## src/hdl/crcfr_pkg.sv

```systemverilog
package crcfr_pkg;

  localparam int BYTE_W = 8;
  localparam int LEN_W  = 7;
  localparam int IDX_W  = 6;
  localparam int CRC_W  = 16;
  localparam int DATA_W = 32;
  localparam int ADDR_W = 3;

  localparam logic [CRC_W-1:0]  CRC_INIT = 16'hFFFF;
  localparam logic [CRC_W-1:0]  CRC_POLY = 16'h1021;
  localparam logic [BYTE_W-1:0] SOF_RESET = 8'hAA;
  localparam logic [LEN_W-1:0]  MAX_RESET = 7'd64;

  // register select, taken from paddr[2]
  localparam logic REG_SOF = 1'b0;
  localparam logic REG_MAX = 1'b1;

  typedef struct packed {
    logic sof_hit;
    logic take_id;
    logic take_len;
    logic take_data;
    logic take_crc_lo;
    logic emit_start;
    logic rd_en;
    logic advance;
    logic out_load;
  } dp_cmd_t;

  typedef struct packed {
    logic sof_match;
    logic len_over;
    logic len_zero;
    logic data_done;
    logic crc_match;
    logic emit_last;
    logic out_free;
  } dp_status_t;

  // one byte of crc-16, msb first
  function automatic logic [CRC_W-1:0] crc_feed(input logic [CRC_W-1:0] crc_in,
                                                input logic [BYTE_W-1:0] b);
    logic [CRC_W-1:0] c;
    c = crc_in ^ {b, 8'h00};
    for (int k = 0; k < 8; k++) begin
      if (c[CRC_W-1]) begin
        c = {c[CRC_W-2:0], 1'b0} ^ CRC_POLY;
      end else begin
        c = {c[CRC_W-2:0], 1'b0};
      end
    end
    return c;
  endfunction

endpackage

```

## src/hdl/crc_frame_receiver.sv

```systemverilog
// channel  | handshake              | payload
// ---------+------------------------+------------------------------------------------
// input    | in_valid / in_ready    | data_byte
// output   | out_valid / out_ready  | frame_id, frame_len, byte_index, payload_byte,
//          |                        | last_item
// config   | apb psel/penable/...   | sof_byte @0x0, max_payload @0x4
//
// one received byte is taken per cycle while parsing; the running crc is
// updated in the same cycle by a single byte-wide crc step
// a good frame replays n payload results (one if empty) from the registered
// store read, one per cycle as out_ready allows; input is held off during the replay
// rst is synchronous and clears the parser to hunting; no store clearing pass
// the output register lets the next frame's bytes come in while the last
// result waits to be taken
module crc_frame_receiver #(
  parameter int PAYLOAD_DEPTH = 64
) (
  input  logic                                  clk,
  input  logic                                  rst,
  input  logic                                  in_valid,
  output logic                                  in_ready,
  input  logic [crcfr_pkg::BYTE_W-1:0]          data_byte,
  output logic                                  out_valid,
  input  logic                                  out_ready,
  output logic [crcfr_pkg::BYTE_W-1:0]          frame_id,
  output logic [crcfr_pkg::LEN_W-1:0]           frame_len,
  output logic [crcfr_pkg::IDX_W-1:0]           byte_index,
  output logic [crcfr_pkg::BYTE_W-1:0]          payload_byte,
  output logic                                  last_item,
  input  logic                                  psel,
  input  logic                                  penable,
  input  logic                                  pwrite,
  input  logic [crcfr_pkg::ADDR_W-1:0]          paddr,
  input  logic [crcfr_pkg::DATA_W-1:0]          pwdata,
  output logic [crcfr_pkg::DATA_W-1:0]          prdata,
  output logic                                  pready
);
  import crcfr_pkg::*;

  logic [BYTE_W-1:0] sof_byte;
  logic [LEN_W-1:0]  max_payload;
  logic              reg_sel;
  dp_cmd_t           cmd;
  dp_status_t        st;

  assign pready  = 1'b1;
  assign reg_sel = paddr[2];

  always_ff @(posedge clk) begin
    if (rst) begin
      sof_byte    <= SOF_RESET;
      max_payload <= MAX_RESET;
    end else if (psel && penable && pwrite && pready) begin
      unique case (reg_sel)
        REG_SOF: sof_byte    <= pwdata[BYTE_W-1:0];
        REG_MAX: max_payload <= pwdata[LEN_W-1:0];
        default: ;
      endcase
    end
  end

  always_comb begin
    unique case (reg_sel)
      REG_SOF: prdata = {{(DATA_W-BYTE_W){1'b0}}, sof_byte};
      REG_MAX: prdata = {{(DATA_W-LEN_W){1'b0}}, max_payload};
      default: prdata = '0;
    endcase
  end

  crcfr_ctrl u_ctrl (
    .clk      (clk),
    .rst      (rst),
    .in_valid (in_valid),
    .in_ready (in_ready),
    .st       (st),
    .cmd      (cmd)
  );

  crcfr_datapath #(
    .PAYLOAD_DEPTH (PAYLOAD_DEPTH)
  ) u_datapath (
    .clk          (clk),
    .rst          (rst),
    .data_byte    (data_byte),
    .sof_byte     (sof_byte),
    .max_payload  (max_payload),
    .cmd          (cmd),
    .st           (st),
    .out_valid    (out_valid),
    .out_ready    (out_ready),
    .frame_id     (frame_id),
    .frame_len    (frame_len),
    .byte_index   (byte_index),
    .payload_byte (payload_byte),
    .last_item    (last_item)
  );

endmodule

```

## src/hdl/crcfr_ctrl.sv

```systemverilog
module crcfr_ctrl (
  input  logic                  clk,
  input  logic                  rst,
  input  logic                  in_valid,
  output logic                  in_ready,
  input  crcfr_pkg::dp_status_t st,
  output crcfr_pkg::dp_cmd_t    cmd
);
  import crcfr_pkg::*;

  typedef enum logic [2:0] {
    S_HUNT,
    S_ID,
    S_LEN,
    S_DATA,
    S_CRC_LO,
    S_CRC_HI,
    S_EMIT
  } state_t;

  state_t state;
  state_t state_next;
  logic   accept;

  assign in_ready = (state != S_EMIT);
  assign accept   = in_valid & in_ready;

  always_comb begin
    cmd        = '0;
    state_next = state;
    unique case (state)
      S_HUNT: begin
        if (accept && st.sof_match) begin
          cmd.sof_hit = 1'b1;
          state_next  = S_ID;
        end
      end
      S_ID: begin
        if (accept) begin
          cmd.take_id = 1'b1;
          state_next  = S_LEN;
        end
      end
      S_LEN: begin
        if (accept) begin
          cmd.take_len = 1'b1;
          if (st.len_over) begin
            state_next = S_HUNT;
          end else if (st.len_zero) begin
            state_next = S_CRC_LO;
          end else begin
            state_next = S_DATA;
          end
        end
      end
      S_DATA: begin
        if (accept) begin
          cmd.take_data = 1'b1;
          if (st.data_done) begin
            state_next = S_CRC_LO;
          end
        end
      end
      S_CRC_LO: begin
        if (accept) begin
          cmd.take_crc_lo = 1'b1;
          state_next      = S_CRC_HI;
        end
      end
      S_CRC_HI: begin
        if (accept) begin
          // first store read goes out with the check
          cmd.emit_start = 1'b1;
          cmd.rd_en      = 1'b1;
          state_next     = st.crc_match ? S_EMIT : S_HUNT;
        end
      end
      S_EMIT: begin
        if (st.out_free) begin
          cmd.out_load = 1'b1;
          if (st.emit_last) begin
            state_next = S_HUNT;
          end else begin
            cmd.advance = 1'b1;
            cmd.rd_en   = 1'b1;
          end
        end
      end
      default: begin
        state_next = S_HUNT;
      end
    endcase
  end

  always_ff @(posedge clk) begin
    if (rst) begin
      state <= S_HUNT;
    end else begin
      state <= state_next;
    end
  end

endmodule

```

## src/hdl/crcfr_datapath.sv

```systemverilog
module crcfr_datapath #(
  parameter int PAYLOAD_DEPTH = 64
) (
  input  logic                                  clk,
  input  logic                                  rst,
  input  logic [crcfr_pkg::BYTE_W-1:0]          data_byte,
  input  logic [crcfr_pkg::BYTE_W-1:0]          sof_byte,
  input  logic [crcfr_pkg::LEN_W-1:0]           max_payload,
  input  crcfr_pkg::dp_cmd_t                    cmd,
  output crcfr_pkg::dp_status_t                 st,
  output logic                                  out_valid,
  input  logic                                  out_ready,
  output logic [crcfr_pkg::BYTE_W-1:0]          frame_id,
  output logic [crcfr_pkg::LEN_W-1:0]           frame_len,
  output logic [crcfr_pkg::IDX_W-1:0]           byte_index,
  output logic [crcfr_pkg::BYTE_W-1:0]          payload_byte,
  output logic                                  last_item
);
  import crcfr_pkg::*;

  localparam int MEM_AW = (PAYLOAD_DEPTH > 1) ? $clog2(PAYLOAD_DEPTH) : 1;
  localparam logic [LEN_W-1:0] DEPTH_LEN = LEN_W'(PAYLOAD_DEPTH);

  logic [BYTE_W-1:0] mem [PAYLOAD_DEPTH];
  logic [BYTE_W-1:0] rd_data;

  logic [BYTE_W-1:0] held_id;
  logic [LEN_W-1:0]  held_len;
  logic [LEN_W-1:0]  byte_count;
  logic [BYTE_W-1:0] crc_lo;
  logic [CRC_W-1:0]  running_crc;
  logic [LEN_W-1:0]  emit_idx;
  logic [LEN_W-1:0]  emit_idx_next;

  logic [LEN_W-1:0]  limit;
  logic [LEN_W-1:0]  count_inc;
  logic [LEN_W-1:0]  run_len;

  assign limit     = (max_payload < DEPTH_LEN) ? max_payload : DEPTH_LEN;
  assign count_inc = byte_count + LEN_W'(1);
  assign run_len   = (held_len == '0) ? LEN_W'(1) : held_len;

  always_comb begin
    if (cmd.emit_start) begin
      emit_idx_next = '0;
    end else if (cmd.advance) begin
      emit_idx_next = emit_idx + LEN_W'(1);
    end else begin
      emit_idx_next = emit_idx;
    end
  end

  assign st.sof_match = (data_byte == sof_byte);
  assign st.len_over  = (data_byte > {1'b0, limit});
  assign st.len_zero  = (data_byte == '0);
  assign st.data_done = (count_inc >= held_len);
  assign st.crc_match = ({data_byte, crc_lo} == running_crc);
  assign st.emit_last = ((emit_idx + LEN_W'(1)) == run_len);
  assign st.out_free  = !out_valid || out_ready;

  // frame fields and running crc
  always_ff @(posedge clk) begin
    if (rst) begin
      held_id     <= '0;
      held_len    <= '0;
      byte_count  <= '0;
      crc_lo      <= '0;
      running_crc <= CRC_INIT;
      emit_idx    <= '0;
    end else begin
      if (cmd.sof_hit) begin
        running_crc <= CRC_INIT;
      end else if (cmd.take_id || cmd.take_len || cmd.take_data) begin
        running_crc <= crc_feed(running_crc, data_byte);
      end
      if (cmd.take_id) begin
        held_id <= data_byte;
      end
      if (cmd.take_len) begin
        held_len   <= data_byte[LEN_W-1:0];
        byte_count <= '0;
      end else if (cmd.take_data) begin
        byte_count <= count_inc;
      end
      if (cmd.take_crc_lo) begin
        crc_lo <= data_byte;
      end
      emit_idx <= emit_idx_next;
    end
  end

  // payload store
  always_ff @(posedge clk) begin
    if (cmd.take_data) begin
      mem[byte_count[MEM_AW-1:0]] <= data_byte;
    end
    if (cmd.rd_en) begin
      rd_data <= mem[emit_idx_next[MEM_AW-1:0]];
    end
  end

  // output register
  always_ff @(posedge clk) begin
    if (rst) begin
      out_valid <= 1'b0;
    end else if (cmd.out_load) begin
      out_valid <= 1'b1;
    end else if (out_ready) begin
      out_valid <= 1'b0;
    end
  end

  always_ff @(posedge clk) begin
    if (cmd.out_load) begin
      frame_id     <= held_id;
      frame_len    <= held_len;
      byte_index   <= emit_idx[IDX_W-1:0];
      payload_byte <= (held_len == '0) ? '0 : rd_data;
      last_item    <= st.emit_last;
    end
  end

`ifndef NO_ASSERTIONS
  a_store_in_range: assert property (@(posedge clk) disable iff (rst)
    cmd.take_data |-> (byte_count < DEPTH_LEN))
    else $error("payload write beyond store depth");

  a_no_overwrite: assert property (@(posedge clk) disable iff (rst)
    cmd.out_load |-> (!out_valid || out_ready))
    else $error("pending result overwritten");

  a_run_bound: assert property (@(posedge clk) disable iff (rst)
    cmd.advance |-> (!st.emit_last && (emit_idx < run_len)))
    else $error("frame run stepped past its end");

  a_last_closes: assert property (@(posedge clk) disable iff (rst)
    (cmd.out_load && st.emit_last) |=> !cmd.out_load)
    else $error("result loaded after last of run");
`endif

endmodule
```

## config.mk

```make
export PLATFORM = sky130hd
export DESIGN_NAME = crc_frame_receiver
export DESIGN_NICKNAME = d
export VERILOG_FILES = /design/src/hdl/crcfr_pkg.sv /design/src/hdl/crc_frame_receiver.sv /design/src/hdl/crcfr_ctrl.sv /design/src/hdl/crcfr_datapath.sv
export SDC_FILE = /design/constraint.sdc
export NUM_CORES = 1
export LEC_CHECK = 0
export ABC_AREA = 1
export CELL_PAD_IN_SITES_DETAIL_PLACEMENT = 2
export CELL_PAD_IN_SITES_GLOBAL_PLACEMENT = 2
export CORE_MARGIN = 2
export CORE_UTILIZATION = 40
export CTS_BUF_LIST = sky130_fd_sc_hd__clkbuf_8 sky130_fd_sc_hd__clkbuf_16
export DETAILED_ROUTE_END_ITERATION = 16
export DONT_BUFFER_PORTS = 1
export PLACE_DENSITY_LB_ADDON = 0.1
export SYNTH_ARGS = -nofsm -noshare
export SYNTH_HDL_FRONTEND = slang
export SYNTH_HIERARCHICAL = 1
export SYNTH_SLANG_ARGS = --single-unit
```

## constraint.sdc

```tcl
create_clock -name clk -period 6 [get_ports clk]
set_clock_uncertainty 0.1 [all_clocks]
set_input_delay 0 -clock clk [delete_from_list [all_inputs] [get_ports clk]]
set_output_delay 0 -clock clk [all_outputs]
set_load 0.02 [all_outputs]
```

==> flow_metrics.py, run 1 <==
metrics = {
    "job": {
        "cap_violations": 0,
    },
    "timing": {
        "grt_setup_unrepaired": "no",
        "worst-slew-pin-transition_ns": 1.17,
        "finalHoldViolations": 0,
        "max_slew_margin": 0.219,
        "slew_viol_final": 0,
        "fin_ws_ns": 0.828,
        "period_needed_ns": 5.17,
        "setup_viol": 0,
        "whs_ns": 0.00315,
        "finalCritPeriodShare": 0.862,
        "finalSetupTns_ns": 0,
        "fmax_ghz": 0.193,
    },
    "yosys": {
        "avgSynthCellArea_um2": 9.86,
        "post_synth_inst_count": 2954,
        "synth_cell_types": 46,
        "seq_area_frac_synth": 0.617,
        "async_flop_share": 0,
        "synth_warnings": 6,
        "synth_edf_count": 550,
        "synth.area.top_cells": "edfxtp_1 57%, nand3_1 9.1%, inv_1 7.4%, nand4_1 5.5%, nand2_1 5.2%",
        "netlist.area_leader.share": 0.567,
        "synth_flop_cell": "edfxtp_1",
        "yosysTopAreaCell": "edfxtp_1",
        "yosys_register_bits": 622,
        "netlist_area_um2": 29100,
    },
    "clock_tree": {
        "cts_made_buffers": 72,
        "cts.htree.levels": 3,
        "cts_tree": "done",
        "post-cts-setup-buffers": 0,
        "clock_path_buffers": 3,
        "root_buffer": "clkbuf_16",
        "clk_latency_ns": 0.62,
        "clkTransAtPathRegs_ns": 0.06,
        "cts_sinks": 622,
    },
    "die": {
        "core-area_um2": 71700,
        "fp-row-count": 98,
        "die_area_um2": 75000,
        "boundaryPins": 115,
        "die_w_um": 274,
        "start_util": 0.406,
        "die_h_um": 274,
    },
    "pwr": {
        "power_mw": 11.2,
        "ir_drop_mv": 0.234,
        "leakagePower_nw": 13.4,
        "p_per_area_nw_per_um2": 347,
    },
    "placed_design": {
        "dp_slack_ns": 0.859,
        "dpl.hpwl_um": 55600,
        "place_congestion": 0.786,
        "numPortBuffers": 0,
        "place_inst": 3744,
    },
    "critical_path": {
        "slowest_stage": "nor4_2",
        "critPathKind": "flop to flop",
        "cp_top_family": "simple AND/OR/NAND/NOR gates",
        "cp.required_ns": 6.38,
        "crit_top_cell": "nand3_1",
        "critPathMaxStageDelay_ns": 0.83,
        "crit_path_end_kind": "flop",
        "start_kind": "flop",
        "critPathArrivalTime_ns": 5.55,
        "worstPathCellList": "inv_1, nand2_1, nor4_2, nor3_1, o211ai_1, nor2_1, nor3_1, buf_4, inv_2, nand2_8, nand3_4, buf_12, nand2_1, nand3_1, nand3_1, nand3_1, nand3_1, nand3_1, nand2_1",
        "worst-path-buf-inv": 4,
        "cp_max_fo": 43,
    },
    "detailed_routing": {
        "ant_nets": 0,
        "drc": 0,
        "wl_per_cell_um": 24.8,
        "dr.pass1.iters": 5,
        "avgViaCountPerCell": 5.53,
        "route.vias.total": 21700,
        "totalWireLength_um": 97300,
        "drt_iter0_drc": 1283,
    },
    "hold_path": {
        "hold_path_class": "input port to output pin",
    },
    "global_routing": {
        "grt_max_degree": 149,
        "grt_use_total": 0.262,
        "grt_pass1_wl_um": 148000,
        "grt_antenna_before_repair": 2,
        "grt-ovfl-total": 0,
        "grt_pass1_vias": 24000,
    },
    "layout": {
        "post_route_cells_drive_above_1_share": 0.0547,
        "layout.nets": 2979,
        "area_growth_pct": 10.9,
        "stdcell_count": 3918,
    },
    "outcome": {
        "outcome": "finished clean",
    },
}
[state kept, by name (all words and copies together), names as in the netlist, 8 cells and up]
signal / cells
u_datapath/frame_id: 8
u_datapath/payload_byte: 8
u_datapath/mem: 512
u_datapath/rd_data: 8
u_datapath/running_crc: 16
sof_byte: 8
u_datapath/crc_lo: 8
u_datapath/held_id: 8
[cell type report]
cell class              instances  area [µm²]
fillers                      7562       39400
clock buffers                  76        1890
clock inverters                49         218
diodes                          4        10.0
flip-flops and latches        622       18000
inverters                     580        2190
repair buffers                 75         916
well taps                     950        1190
multi-input cells            1562        7920
[cells by family after synthesis]
kind of cell	share of synthesized area
other cells	0.000258
buf+inv	0.116
compound gates	0.0159
xor+xnor	0.0153
flops	0.617
simple gates	0.229
fa+ha+maj	0.00688
[metrics by stage]
stage	utilization	cell area, µm²
2_1_floorplan	-	29200
3_3_place_gp	0.412	29600
3_5_place_dp	0.412	29600
4_1_cts	0.450	32300
5_1_grt	0.450	32300
6_report	0.450	32300
[Yosys cell counts, types with 2 or more instances]
cell and n:
buf_1 2, inv_1 572, nor2_2 3, clkbuf_2 2
edfxtp_1 550, buf_4 48, nor4_1 4, dfxtp_1 72
nand2_1 402, conb_1 2, ha_1 16, o21ai_0 38
buf_6 6, a21oi_1 22, a31oi_1 2, nand4_1 257
nor2_4 2, xnor2_1 35, buf_2 129, o211ai_1 8
inv_2 5, inv_4 2, nand3_1 527, nand3_2 7
clkbuf_1 26, nand3_4 2, o21ai_1 4, xor2_1 16
nor2_1 167, a211oi_1 3, nand2_2 3, nor3_1 6
[cells in the final DEF (no fill, tap or decap), types with 25 or more instances in the layout]
cell type,n
xnor2_1,35
conb_1,25
dlygate4sd3_1,37
dfxtp_1,72
o21ai_0,38
nand2_1,401
nand3_1,526
clkbuf_16,75
inv_1,587
edfxtp_1,550
nor2_1,166
nand4_1,257
[power breakdown]
| part | internal (mW) | switching [mW] | total (mW) |
|---|---|---|---|
| sequential | 4.85 | 0.134 | 4.99 |
| clock | 2.26 | 1.78 | 4.04 |
| combinational | 0.626 | 1.57 | 2.19 |
| total | 7.74 | 3.48 | 11.2 |
[worst reg2reg max path: stages (launching register included)]
cell      delay, ns
dfxtp_1        0.36
inv_1          0.15
nand2_1        0.09
nor4_2         0.83
nor3_1         0.10
o211ai_1       0.24
nor2_1         0.10
nor3_1         0.26
buf_4          0.26
inv_2          0.13
nand2_8        0.24
nand3_4        0.62
buf_12         0.47
nand2_1        0.13
nand3_1        0.09
nand3_1        0.12
nand3_1        0.16
nand3_1        0.26
nand3_1        0.23
nand2_1        0.14
[final timing paths]
kind | startpoint | endpoint | slack, ns | cells past startpoint
max | u_datapath/held_len[1] | u_datapath/rd_data[0] | 0.83 | 19
min | paddr[2] | prdata[7] | 0.003 | 1
max reg2reg | u_datapath/held_len[1] | u_datapath/rd_data[0] | 0.83 | 19
min reg2reg | u_datapath/held_id[7] | u_datapath/frame_id[7] | 0.32 | 0
[layer usage]
metal | wire length (µm) | track usage | vias up
li1 | - | - | 9831
met1 | 41000 | 0.329 | 11300
met2 | 49700 | 0.461 | 419
met3 | 3620 | 0.0343 | 156
met4 | 2950 | 0.0978 | 0
met5 | 0 | 0 | -
[what timing repair did]
item | CTS | global route
hold buffers | 45 | 0
endpoints found under the hold margin | 584 | 0
resized for setup | 0 | 0
endpoints found under the setup margin | 0 | 0
(Power assumes the default switching activity.)
==> run 2, diff against run 1 <==
--- a/config.mk
+++ b/config.mk
@@ -5,7 +5,6 @@
 export SDC_FILE = /design/constraint.sdc
 export NUM_CORES = 1
 export LEC_CHECK = 0
-export ABC_AREA = 1
 export CELL_PAD_IN_SITES_DETAIL_PLACEMENT = 2
 export CELL_PAD_IN_SITES_GLOBAL_PLACEMENT = 2
 export CORE_MARGIN = 2
==> flow_metrics.py, run 2 <==
metrics = {
    "outcome": {
        "outcome": "finished clean",
    },
    "placed_design": {
        "numPortBuffers": 0,
        "dpl.hpwl_um": 44000,
        "place_inst": 2437,
        "placed_cell_area_um2": 26500,
        "dp_slack_ns": 0.497,
        "place_congestion": 0.754,
    },
    "critical_path": {
        "cp-endpoint": "u_datapath/rd_data[5]",
        "start_kind": "flop",
        "crit_start": "u_datapath/emit_idx[0]",
        "critPathKind": "flop to flop",
        "r2r-start": "u_datapath/emit_idx[0]",
        "critPathMaxStageDelay_ns": 0.88,
        "crit_path_end_kind": "flop",
        "rr_endpoint": "u_datapath/rd_data[5]",
        "cp.required_ns": 6.24,
        "reg2reg_depth": 14,
        "slowest_stage": "nor2_1",
        "critPathArrivalTime_ns": 5.72,
        "r2r_slack_ns": 0.51,
        "cp_max_fo": 17,
        "worstPathCellList": "ha_1, and3_1, nand3_1, xnor2_1, or3_1, nor4_1, nor2_1, buf_4, nand4_4, xnor2_4, nor2_1, nand3_1, nand4b_1, o41ai_2",
    },
    "yosys": {
        "synth_common_cells": "550 x edfxtp_1, 163 x nor2_1, 152 x nand2_1",
        "yosysTopAreaCell": "edfxtp_1",
        "synth_flop_cell": "edfxtp_1",
        "netlist.area_leader.share": 0.640,
        "avgSynthCellArea_um2": 15.6,
        "synth.area.top_cells": "edfxtp_1 64%, mux4_2 6.2%, dfxtp_1 5.6%, nor2_1 2.4%, nand2_1 2.2%",
        "synth.most_common_cell": "edfxtp_1",
        "synth_cell_types": 71,
        "seq_area_frac_synth": 0.696,
        "async_flop_share": 0,
        "synth_edf_count": 550,
        "netlist_area_um2": 25800,
        "post_synth_inst_count": 1653,
        "synth_warnings": 6,
        "yosys_register_bits": 622,
    },
    "detailed_routing": {
        "totalWireLength_um": 74200,
        "drc": 0,
        "dr.pass1.iters": 5,
        "avgViaCountPerCell": 5.48,
        "drt_iter0_drc": 986,
        "ant_nets": 0,
        "wl_per_cell_um": 28.4,
        "route.vias.total": 14300,
    },
    "clock_tree": {
        "post-cts-setup-buffers": 0,
        "cts.htree.levels": 3,
        "clock_path_buffers": 3,
        "clkTransAtPathRegs_ns": 0.06,
        "cts_sinks": 622,
        "root_buffer": "clkbuf_16",
        "cts_made_buffers": 70,
        "clk_latency_ns": 0.60,
        "cts_tree": "done",
    },
    "job": {
        "cap_violations": 0,
    },
    "timing": {
        "finalCritPeriodShare": 0.915,
        "period_needed_ns": 5.49,
        "fmax_ghz": 0.182,
        "slew_viol_final": 0,
        "setup_viol": 0,
        "max_slew_margin": 0.202,
        "finalHoldViolations": 0,
        "fin_ws_ns": 0.511,
        "finalSetupTns_ns": 0,
        "grt_setup_unrepaired": "no",
        "whs_ns": 0.0385,
        "worst-slew-pin-transition_ns": 1.19,
    },
    "pwr": {
        "power_mw": 9.75,
        "ir_drop_mv": 0.233,
        "leakagePower_nw": 9.60,
        "p_per_area_nw_per_um2": 333,
    },
    "layout": {
        "final_cell_area_um2": 29300,
        "layout_commonest_cell": "edfxtp_1",
        "largest_reg_flops": 512,
        "finalCoreUtilization": 0.456,
        "layout.nets": 1767,
        "post_route_cells_drive_above_1_share": 0.137,
        "stdcell_count": 2611,
        "num_antenna_cells": 0,
        "layout_common_cells": "550 x edfxtp_1, 163 x nor2_1, 152 x nand2_1",
        "area_growth_pct": 13.4,
    },
    "global_routing": {
        "grt_pass1_vias": 15700,
        "grt_use_total": 0.227,
        "grt-ovfl-total": 0,
        "grt_max_degree": 72,
        "grt_pass1_wl_um": 110000,
        "grt_antenna_before_repair": 0,
    },
    "die": {
        "boundaryPins": 115,
        "core-area_um2": 64100,
        "die_w_um": 258,
        "die_h_um": 258,
        "fp-row-count": 93,
        "die_area_um2": 66600,
        "start_util": 0.403,
    },
    "hold_path": {
        "hold_path_class": "input port to flop",
    },
}
==> run 2: cell types whose count changed after synthesis, moves of 25 or more <==
| cell | previous run | this run |
|---|---|---|
| nand4_1 | 257 | 10 |
| mux4_2 | 0 | 71 |
| inv_1 | 572 | 15 |
| nand2_1 | 402 | 152 |
| mux2i_1 | 0 | 55 |
| nand2b_1 | 0 | 25 |
| nor2b_1 | 0 | 25 |
| buf_2 | 129 | 25 |
| nand3_1 | 527 | 54 |
==> run 2: power by group <==
| group | internal (mW) | switching [mW] | total, mW |
|---|---|---|---|
| Clock | 2.32 | 1.73 | 4.05 |
| Combinational | 0.319 | 0.486 | 0.805 |
| Sequential | 4.79 | 0.102 | 4.89 |
==> run 2: layout make-up <==
class                           count  area (µm²)
Tap cell                          855        1070
Fill cell                        6019       34800
Inverter                           15        56.3
Timing Repair Buffer               69         881
Sequential cell                   622       18000
Multi-Input combinational cell    923        7150
Clock inverter                     52         287
Clock buffer                       75        1870
==> run 2: logic make-up after synthesis <==
family,share of synthesized area
mux,0.103
fa+ha+maj,0.00776
buf+inv,0.0314
simple gates,0.0914
flops,0.696
other cells,0.000291
compound gates,0.0479
xor+xnor,0.0228
==> run 2: critical path, delay by kind of cell (launching register included) <==
kind,cells,cell delay (ns)
buffers and inverters,1,0.24
adders and majority gates,1,0.38
and+or+nand+nor,9,3.40
AOI/OAI and AO/OA,1,0.13
xor gates and xnor gates,2,0.42
DFF,1,0.52
==> run 2: how the worst min path moves through the flow <==
stage	end	depth (start not counted)	slack, ns	startpoint
after floorplan	u_ctrl/state[2]	1	-0.03	rst
after global placement	u_ctrl/state[0]	1	-0.02	rst
after detailed placement	u_datapath/crc_lo[7]	1	-0.02	rst
after CTS	sof_byte[7]	3	0.006	pwdata[7]
after global routing	sof_byte[7]	3	0.07	pwdata[7]
final	sof_byte[7]	3	0.04	pwdata[7]
==> run 2: timing repair <==
| action | 4_1_cts | 5_1_grt |
|---|---|---|
| endpoints found under the hold margin | 584 | 0 |
| resized for setup | 0 | 0 |
| hold buffers | 47 | 0 |
==> run 2: metal layers <==
layer	wire [µm]	vias to the layer above	track usage
met3	2930	80	0.0342
met1	32900	7612	0.305
met5	0	-	0
met2	37300	248	0.391
li1	-	6375	-
met4	1110	0	0.0506
==> run 3, diff against run 2 <==
--- a/config.mk
+++ b/config.mk
@@ -8,11 +8,13 @@
 export CELL_PAD_IN_SITES_DETAIL_PLACEMENT = 2
 export CELL_PAD_IN_SITES_GLOBAL_PLACEMENT = 2
 export CORE_MARGIN = 2
-export CORE_UTILIZATION = 40
+export CORE_UTILIZATION = 25
 export CTS_BUF_LIST = sky130_fd_sc_hd__clkbuf_8 sky130_fd_sc_hd__clkbuf_16
 export DETAILED_ROUTE_END_ITERATION = 16
 export DONT_BUFFER_PORTS = 1
+export GPL_TIMING_DRIVEN = 0
 export PLACE_DENSITY_LB_ADDON = 0.1
+export SKIP_LAST_GASP = 1
 export SYNTH_ARGS = -nofsm -noshare
 export SYNTH_HDL_FRONTEND = slang
 export SYNTH_HIERARCHICAL = 1
==> flow_metrics.py, run 3 (synthesized netlist as in run 2, its figures left out) <==
metrics = {
    "pwr": {
        "power_frac_seq": 0.475,
        "internal-power_mw": 7.76,
        "p_switching_mw": 2.48,
        "p_per_area_nw_per_um2": 333,
        "ir_drop_mv": 0.171,
        "p_comb_frac": 0.090,
        "clkPwrFrac": 0.435,
        "leakagePower_nw": 10.1,
        "switching_share": 0.242,
        "power_mw": 10.2,
    },
    "timing": {
        "period_needed_ns": 5.87,
        "setup_viol": 0,
        "grt_setup_unrepaired": "no",
        "slew_viol_final": 0,
        "finalCritPeriodShare": 0.978,
        "max_slew_margin": 0.268,
        "worst-slew-pin-transition_ns": 1.10,
        "fmax_ghz": 0.170,
        "fin_ws_ns": 0.129,
        "finalHoldViolations": 0,
        "finalSetupTns_ns": 0,
    },
    "clock_tree": {
        "cts_tree": "done",
        "post-cts-setup-buffers": 0,
        "cts_made_buffers": 77,
        "cts_sinks": 622,
        "clock_path_buffers": 3,
        "clkTransAtPathRegs_ns": 0.06,
        "root_buffer": "clkbuf_16",
        "clk_latency_ns": 0.63,
        "cts.htree.levels": 3,
    },
    "layout": {
        "post_route_cells_drive_above_1_share": 0.166,
        "area_growth_pct": 19.2,
        "finalCoreUtilization": 0.301,
        "largest_reg_flops": 512,
        "layout.nets": 1873,
        "final_cell_area_um2": 30800,
        "layout_common_cells": "550 x edfxtp_1, 163 x nor2_1, 152 x nand2_1",
        "layout_commonest_cell": "edfxtp_1",
    },
    "critical_path": {
        "cp-endpoint": "u_datapath/rd_data[2]",
        "r2r-start": "u_datapath/emit_idx[1]",
        "critPathArrivalTime_ns": 6.09,
        "r2r_slack_ns": 0.13,
        "crit_start": "u_datapath/emit_idx[1]",
        "cp_max_fo": 10,
        "start_kind": "flop",
        "cp.required_ns": 6.22,
        "crit_path_end_kind": "flop",
        "critPathKind": "flop to flop",
        "reg2reg_depth": 19,
        "rr_endpoint": "u_datapath/rd_data[2]",
    },
    "placed_design": {
        "place_congestion": 0.743,
        "placed_cell_area_um2": 27600,
        "numPortBuffers": 0,
        "dpl.hpwl_um": 54500,
        "dp_slack_ns": -0.955,
    },
    "global_routing": {
        "grt_pass1_wl_um": 123000,
        "grt_use_total": 0.163,
        "grt_max_degree": 69,
        "grt-ovfl-total": 0,
        "grt_pass1_vias": 16200,
        "grt_antenna_before_repair": 3,
    },
    "detailed_routing": {
        "route.vias.total": 14800,
        "totalWireLength_um": 86000,
        "dr.pass1.iters": 4,
        "wl_per_cell_um": 26.6,
        "avgViaCountPerCell": 4.57,
        "ant_nets": 0,
        "drc": 0,
        "drt_iter0_drc": 864,
    },
    "die": {
        "die_w_um": 325,
        "die_area_um2": 106000,
        "boundaryPins": 115,
        "start_util": 0.253,
        "die_h_um": 325,
        "core-area_um2": 102000,
        "fp-row-count": 117,
    },
    "hold_path": {
        "hold_path_class": "input port to flop",
        "min_path_cells": 3,
    },
    "outcome": {
        "outcome": "finished clean",
    },
    "job": {
        "cap_violations": 0,
    },
}
## run 3: cell types whose count changed in the layout (fill, tap and decap cells not counted), sizes merged, moves of 3 or more
| cell | before | now |
|---|---|---|
| clkinv | 30 | 21 |
| dlygate4sd3 | 38 | 43 |
| clkinvlp | 1 | 4 |
| buf | 31 | 83 |
| inv | 34 | 39 |
| clkbuf | 75 | 130 |
## run 3: timing repair
item | CTS | global route
hold buffers | 51 | 0
hold endpoints to repair | 590 | 0
setup endpoints to repair | 8 | 5
cloned | 0 | 0
gates resized for setup | 9 | 4
## run 3: worst min path at each step
| stage | slack (ns) | to | start |
|---|---|---|---|
| 2_1_floorplan | -0.03 | u_ctrl/state[2] | rst |
| 3_3_place_gp | -0.03 | u_ctrl/state[2] | rst |
| 3_5_place_dp | -0.03 | u_ctrl/state[2] | rst |
| 4_1_cts | 0.0009 | max_payload[4] | pwdata[4] |
| 5_1_grt | 0.05 | max_payload[0] | pwdata[0] |
| 6_report | 0.04 | max_payload[4] | pwdata[4] |
## run 3: final cells by class
class	count	area, µm²
Fill cell	10600	71300
Sequential cell	622	18000
Multi-Input combinational cell	923	7160
Clock buffer	89	2130
Tap cell	1368	1710
Buffer	116	768
Timing Repair Buffer	52	671
Clock inverter	51	300
Inverter	15	56.3
Antenna cell	2	5.00
## run 3: per-layer routing
| layer | track usage | share of wire |
|---|---|---|
| met2 | 0.273 | 0.49 |
| met1 | 0.219 | 0.46 |
| met4 | 0.0427 | 0.021 |
| met5 | 0 | 0 |
| met3 | 0.0251 | 0.030 |
## run 3: power by group through the flow
stage	combinational (mW)	clock (mW)	sequential, mW
2_1_floorplan	0.579	0	4.94
3_3_place_gp	0.784	0	4.96
3_5_place_dp	0.798	0	4.96
5_1_grt	1.02	4.77	4.88
4_1_cts	0.948	4.63	4.87
6_report	0.920	4.45	4.87
## run 3: worst max-delay path: stages (launching register included)
cell and delay, ns:
dfxtp_2 0.53, ha_1 0.21, clkbuf_2 0.18, and3_1 0.23
nand3_1 0.11, xnor2_1 0.16, or3_1 0.41, nor4_4 0.42
nor2_1 0.23, buf_6 0.20, nand3b_1 0.16, and2_1 0.23
clkbuf_4 0.32, buf_4 0.27, buf_2 0.33, mux4_2 0.37
o22ai_1 0.41, nor2_1 0.20, nand4b_1 0.25, o41ai_1 0.20
## run 3: metrics by stage
step	instances	hold slack, ns
5_1_grt	3238	0.0521
3_3_place_gp	3044	-0.0277
3_5_place_dp	3045	-0.0269
4_1_cts	3236	0.000917
2_1_floorplan	1676	-0.0321
6_report	3238	0.0415
